File: src/sv/pcm_pkg.sv
// ----------------------------------------------------------------------------
// pcm_pkg: shared types and constants
// Field widths, status codes, register indexes and the coefficient set
// of the perspective coordinate map.
// ----------------------------------------------------------------------------
package pcm_pkg;

    localparam int COORD_W   = 12;
    localparam int COEF_W    = 32;
    localparam int MAP_W     = 24;
    localparam int RND_W     = 16;
    localparam int STAT_W    = 2;
    localparam int CFG_IDX_W = 4;

    // quotient magnitude bits; the magnitude is clamped to 2^QLIM_EXP
    localparam int QB        = 41;
    localparam int QLIM_EXP  = 40;

    localparam logic [STAT_W-1:0] ST_OK   = 2'd0;
    localparam logic [STAT_W-1:0] ST_SAT  = 2'd1;
    localparam logic [STAT_W-1:0] ST_ZERO = 2'd2;

    localparam logic [CFG_IDX_W-1:0] REG_H00 = 4'd0;
    localparam logic [CFG_IDX_W-1:0] REG_H01 = 4'd1;
    localparam logic [CFG_IDX_W-1:0] REG_H02 = 4'd2;
    localparam logic [CFG_IDX_W-1:0] REG_H10 = 4'd3;
    localparam logic [CFG_IDX_W-1:0] REG_H11 = 4'd4;
    localparam logic [CFG_IDX_W-1:0] REG_H12 = 4'd5;
    localparam logic [CFG_IDX_W-1:0] REG_H20 = 4'd6;
    localparam logic [CFG_IDX_W-1:0] REG_H21 = 4'd7;

    localparam logic [COEF_W-1:0] COEF_ONE_Q20 = 32'd1048576;

    typedef struct packed {
        logic signed [COEF_W-1:0] h00;
        logic signed [COEF_W-1:0] h01;
        logic signed [COEF_W-1:0] h02;
        logic signed [COEF_W-1:0] h10;
        logic signed [COEF_W-1:0] h11;
        logic signed [COEF_W-1:0] h12;
        logic signed [COEF_W-1:0] h20;
        logic signed [COEF_W-1:0] h21;
    } pcm_coef_t;

    // sideband that travels with every pipeline stage
    typedef struct packed {
        logic vld;
        logic zero;
    } pcm_tag_t;

endpackage

File: src/sv/pcm_fmt.sv
// ----------------------------------------------------------------------------
// pcm_fmt: output formatting
// Apply sign, round half to even, saturate, and hold the output register.
// ----------------------------------------------------------------------------
module pcm_fmt #(
    parameter int F = 8
) (
    input  logic                          clk,
    input  logic                          rst_n,
    input  logic                          adv,
    input  pcm_pkg::pcm_tag_t             tag,
    input  logic                          x_neg,
    input  logic [pcm_pkg::QB-1:0]        x_mag,
    input  logic                          y_neg,
    input  logic [pcm_pkg::QB-1:0]        y_mag,
    output logic                          vld,
    output logic signed [pcm_pkg::MAP_W-1:0] map_x,
    output logic signed [pcm_pkg::MAP_W-1:0] map_y,
    output logic signed [pcm_pkg::RND_W-1:0] round_x,
    output logic signed [pcm_pkg::RND_W-1:0] round_y,
    output logic [pcm_pkg::STAT_W-1:0]    status
);
    import pcm_pkg::*;

    localparam logic [F-1:0] HALF = F'(1) << (F - 1);
    localparam logic signed [QB:0] MAP_MAX = (QB+1)'((1 <<< (MAP_W - 1)) - 1);
    localparam logic signed [QB:0] MAP_MIN = (QB+1)'(-(1 <<< (MAP_W - 1)));
    localparam logic signed [QB:0] RND_MAX = (QB+1)'((1 <<< (RND_W - 1)) - 1);
    localparam logic signed [QB:0] RND_MIN = (QB+1)'(-(1 <<< (RND_W - 1)));

    function automatic logic signed [QB:0] rnd_even(input logic signed [QB:0] v);
        logic signed [QB:0] fl;
        logic [F-1:0]       fr;
        logic               inc;
        begin
            fl  = v >>> F;
            fr  = v[F-1:0];
            inc = (fr > HALF) || ((fr == HALF) && fl[0]);
            rnd_even = fl + (QB+1)'(inc);
        end
    endfunction

    logic signed [QB:0]      sx, sy;
    logic signed [QB:0]      vx_reg, vy_reg;
    pcm_tag_t                tag_reg;
    logic signed [QB:0]      rx, ry;
    logic                    hmx, hmy, hrx, hry;
    logic                    vld_reg;
    logic signed [MAP_W-1:0] mx_reg, my_reg;
    logic signed [RND_W-1:0] rx_reg, ry_reg;
    logic [STAT_W-1:0]       st_reg;
    logic signed [MAP_W-1:0] mx_next, my_next;
    logic signed [RND_W-1:0] rx_next, ry_next;
    logic [STAT_W-1:0]       st_next;

    assign sx = {1'b0, x_mag};
    assign sy = {1'b0, y_mag};

    always_ff @(posedge clk or negedge rst_n)
    begin
        if (!rst_n)
        begin
            tag_reg <= '0;
            vld_reg <= 1'b0;
        end
        else if (adv)
        begin
            tag_reg <= tag;
            vld_reg <= tag_reg.vld;
        end
    end

    always_comb
    begin
        rx  = rnd_even(vx_reg);
        ry  = rnd_even(vy_reg);
        hmx = (vx_reg > MAP_MAX) || (vx_reg < MAP_MIN);
        hmy = (vy_reg > MAP_MAX) || (vy_reg < MAP_MIN);
        hrx = (rx > RND_MAX) || (rx < RND_MIN);
        hry = (ry > RND_MAX) || (ry < RND_MIN);
        mx_next = hmx ? (vx_reg[QB] ? MAP_MIN[MAP_W-1:0] : MAP_MAX[MAP_W-1:0])
                      : vx_reg[MAP_W-1:0];
        my_next = hmy ? (vy_reg[QB] ? MAP_MIN[MAP_W-1:0] : MAP_MAX[MAP_W-1:0])
                      : vy_reg[MAP_W-1:0];
        rx_next = hrx ? (rx[QB] ? RND_MIN[RND_W-1:0] : RND_MAX[RND_W-1:0])
                      : rx[RND_W-1:0];
        ry_next = hry ? (ry[QB] ? RND_MIN[RND_W-1:0] : RND_MAX[RND_W-1:0])
                      : ry[RND_W-1:0];
        st_next = (hmx || hmy || hrx || hry) ? ST_SAT : ST_OK;
        if (tag_reg.zero)
        begin
            mx_next = '0;
            my_next = '0;
            rx_next = '0;
            ry_next = '0;
            st_next = ST_ZERO;
        end
    end

    always_ff @(posedge clk)
    begin
        if (adv)
        begin
            vx_reg <= x_neg ? -sx : sx;
            vy_reg <= y_neg ? -sy : sy;
            mx_reg <= mx_next;
            my_reg <= my_next;
            rx_reg <= rx_next;
            ry_reg <= ry_next;
            st_reg <= st_next;
        end
    end

    assign vld     = vld_reg;
    assign map_x   = mx_reg;
    assign map_y   = my_reg;
    assign round_x = rx_reg;
    assign round_y = ry_reg;
    assign status  = st_reg;

endmodule

File: config.mk
export PLATFORM = sky130hd
export DESIGN_NAME = pcm_fmt
export DESIGN_NICKNAME = d
export VERILOG_FILES = /design/src/sv/pcm_pkg.sv /design/src/sv/pcm_fmt.sv
export SDC_FILE = /design/constraint.sdc
export NUM_CORES = 1
export LEC_CHECK = 0
export ABC_AREA = 1
export CELL_PAD_IN_SITES_DETAIL_PLACEMENT = 1
export CELL_PAD_IN_SITES_GLOBAL_PLACEMENT = 2
export CORE_MARGIN = 2
export CORE_UTILIZATION = 38
export DETAILED_ROUTE_END_ITERATION = 6
export DONT_BUFFER_PORTS = 1
export MAX_ROUTING_LAYER = met4
export PLACE_DENSITY = 0.88
export SLEW_MARGIN = 15
export SYNTH_ARGS = -nofsm -noshare
export SYNTH_HDL_FRONTEND = slang
export SYNTH_SLANG_ARGS = --single-unit
File: constraint.sdc
create_clock -name clk -period 2.7 [get_ports clk]
set_input_delay 0.54 -clock clk [delete_from_list [all_inputs] [get_ports clk]]
set_output_delay 0.54 -clock clk [all_outputs]
set_load 0.02 [all_outputs]
==> out/summary.txt <==
Syn-to-layout area delta: 14.20%
Routed WL: 34.39 mm
Netlist cell types: 45
CP Launch Type: register
Yosys top cell area share: 46.12%
Initial DRT Pass Iterations: 5
Syn nets: 1442
Reg2Reg Depth: 14
DIE HEIGHT: 172.7 um
Io pins: 172
Top cell type by total area after synthesis: edfxtp_1
Worst reg2reg path startpoint: vx_reg[24]
Core area: 27860 um2
Mux contribution to synthesized area: 0%
CTS max path bufs: 2
Post-DRT Antenna Nets: 0
CP Data Arrival Time: 2.75 ns
Ys flop type: edfxtp_1
H-Tree Depth: 4
Clock sink total: 169
DR vias: 9347
Die Area: 29810 um2
Share of flip-flops with an asynchronous set or reset after synthesis: 1.775%
Critical path type: register to register
Fmax: 388.3 MHz
Endpoints failing hold: 0
Initial drt markers: 669
Status: finished, final reports clean
Worst Tran Pin Value: 0.5858 ns
Synth Area in Adders: 0.4630%
Vias in the first global route: 9296
Hold WS: 0.1869 ns
Layout cells sized above 1: 12.89%
Total power: 6.898 mW
Rel. slew slack: 60.58%
Starting Density: 38.80%
Syn Area/Cell: 8.013 um2
DR vias/cell: 5.222
Worst setup margin: 0.1244 ns
Synthesis-stage register bit count: 169
GRT Util Overall: 23.66%
Synth Area in Simple Gates: 31.50%
Crit. End Element: register
Tcrit/Tclk final: 95.39%
Maximum vdd drop: 0.3422 mV
Synth area leaders: edfxtp_1, nand2_1, nor2_1, xor2_1, inv_1
Slew Viols, Final: 0
CTS root buf: clkbuf_16
Wire per inst: 19.21 um
Skew-Pair Late Insertion Delay: 0.45 ns
Clk slew on worst S/H paths: 0.07 ns
Final nets: 1492
Placed Area: 11450 um2
Reg2reg setup slack: 0.12 ns
Setup TNS Final: 0 ns
Setup violators final: 0
Largest family of logic cells by synthesized area: simple AND/OR/NAND/NOR gates
Worst Skew: 0.01154 ns
First-pass GRT wire length: 53.42 mm
Yosys warnings: 0
GPL Wtd Cong: 0.9444
Final min period: 2.576 ns
RSZ-0062 raised after global routing: yes
Hold Startpoint: x_mag[0]
Register area share after synthesis: 46.81%
Pleak: 4.792 nW
Critical R2R Capture: round_x[0]
HPWL after DPL: 26.78 mm
Detailed-route DRC error count: 0
CTS buffer count: 17
Pwr dens: 558.8 nW/um2
Overflow after GRT: 0
Pre-CTS setup slack: -0.1136 ns
FP Rows: 61
WHS Path Cells: 0
Post-synthesis cell count: 1349
Post-synth EDFFs: 166
WHS Endpoint: vx_reg[0]
Largest fanout on the critical path: 14
Initial antenna violation count: 0
CP required: 2.87 ns
Synth Cell Area: 10810 um2
Diodes inserted: 0
Max cap viols: 0
Largest net degree at the start of global routing: 173
Port bufs: 0
Compound-cell area share of the yosys netlist: 7.165%
Finished Cell Area: 12340 um2
CTS tree: done
Die W: 172.7 um
Post-synthesis xor/xnor area fraction: 8.427%
Hold Crit Class: primary input to register
Fillers: 3349
## what timing repair did
item,CTS,global route
pin swaps,0,11
setup buffers,0,25
gates resized for setup,2,28
hold buffers,1,0
cloned,0,2
setup endpoints to repair,15,31
hold endpoints to repair,3,0
## through the flow
stage / util, % / cells
2_1_floorplan: - / 1349
4_1_cts: 43.16 / 1763
5_1_grt: 44.31 / 1790
3_3_place_gp: 41.09 / 1730
6_report: 44.31 / 1790
3_5_place_dp: 41.09 / 1730
## kinds of logic after synthesis
group	Yosys count
flops	169
xor+xnor	104
compound gates	138
simple gates	781
fa+ha+maj	4
buf+inv	153
## worst max-delay path: stages, from the launching register on
cell and delay, ns:
edfxtp_1 0.47, nand2_1 0.13, nor2_1 0.30, nand2_1 0.16, nor2_1 0.24, nand2_1 0.08, nand2_1 0.07, nand2_1 0.12
nor2_1 0.14, nand2_1 0.06, nor2_1 0.08, nand3_1 0.13, nand2_2 0.11, buf_12 0.14, a21oi_1 0.07
## where the power goes
| part | internal, mW | switching (mW) | total (mW) |
|---|---|---|---|
| Combinational | 0.344 | 0.577 | 0.922 |
| Clock | 1.22 | 1.17 | 2.39 |
| Sequential | 3.20 | 0.383 | 3.59 |
| Total | 4.76 | 2.13 | 6.90 |
## synthesized netlist by cell type, types with 3 or more instances
library cell / count
nor4_1: 14
nand3b_1: 9
nand2_4: 4
a21oi_1: 77
dfrtp_1: 3
nand2_2: 19
o31ai_1: 4
edfxtp_1: 166
nor2_2: 17
nor3_1: 24
nand4_1: 21
xnor2_1: 42
nand2_1: 377
nand3_1: 63
nor2_1: 214
nand3_2: 4
ha_1: 4
o21ai_0: 36
nor2_4: 5
buf_1: 5
a21oi_2: 10
xor2_1: 62
clkbuf_1: 19
inv_1: 119
## worst max path at each step
stage / startpoint / to / slack (ns) / cells past startpoint
finish: vx_reg[24] / round_x[0] / 0.12 / 14
global route: vy_reg[8] / round_y[8] / -0.02 / 20
CTS: vx_reg[7] / status[0] / 0.04 / 18
detailed placement: vx_reg[8] / status[0] / -0.11 / 18
global placement: vx_reg[8] / status[0] / -0.08 / 18
floorplan: vy_reg[8] / round_y[10] / 0.26 / 17
## placed cells by master, fill, tap and decap left out, drive strengths merged
master         n
nor4          14
nand3b         9
o31ai          4
dfrtp          3
edfxtp       166
o41ai          3
clkinvlp       3
o21ai         38
nand3         67
xor2          62
a21oi         87
xnor2         42
clkinv         6
a41o           1
and2           2
inv          128
o21a           2
o211ai         1
or2            2
nand2        401
a31oi          1
and3           1
clkbuf        19
dlygate4sd3    1
a41oi          1
nand4         21
ha             4
nor2         238
buf           58
nor3          26
nand2b         1
## routing by layer
metal | global-route usage [%] | up-vias | wire [um]
li1 | - | 4540 | -
met1 | 32.96 | 4533 | 16610
met2 | 36.24 | 246 | 15590
met3 | 4.354 | 28 | 1801
met4 | 4.767 | 0 | 385
met5 | - | - | 0
## final cells by class
| cell class | instances | area (um2) | area share (%) |
|---|---|---|---|
| clock buffers | 18 | 429.2 | 3.477 |
| clock inverters | 14 | 132.6 | 1.074 |
| inverters | 123 | 462.9 | 3.750 |
| multi-input cells | 1028 | 5278 | 42.75 |
| flip-flops and latches | 169 | 5061 | 41.00 |
| well taps | 378 | 473.0 | 3.831 |
| repair buffers | 60 | 508.0 | 4.115 |
Power figures use the tool's default switching activity.
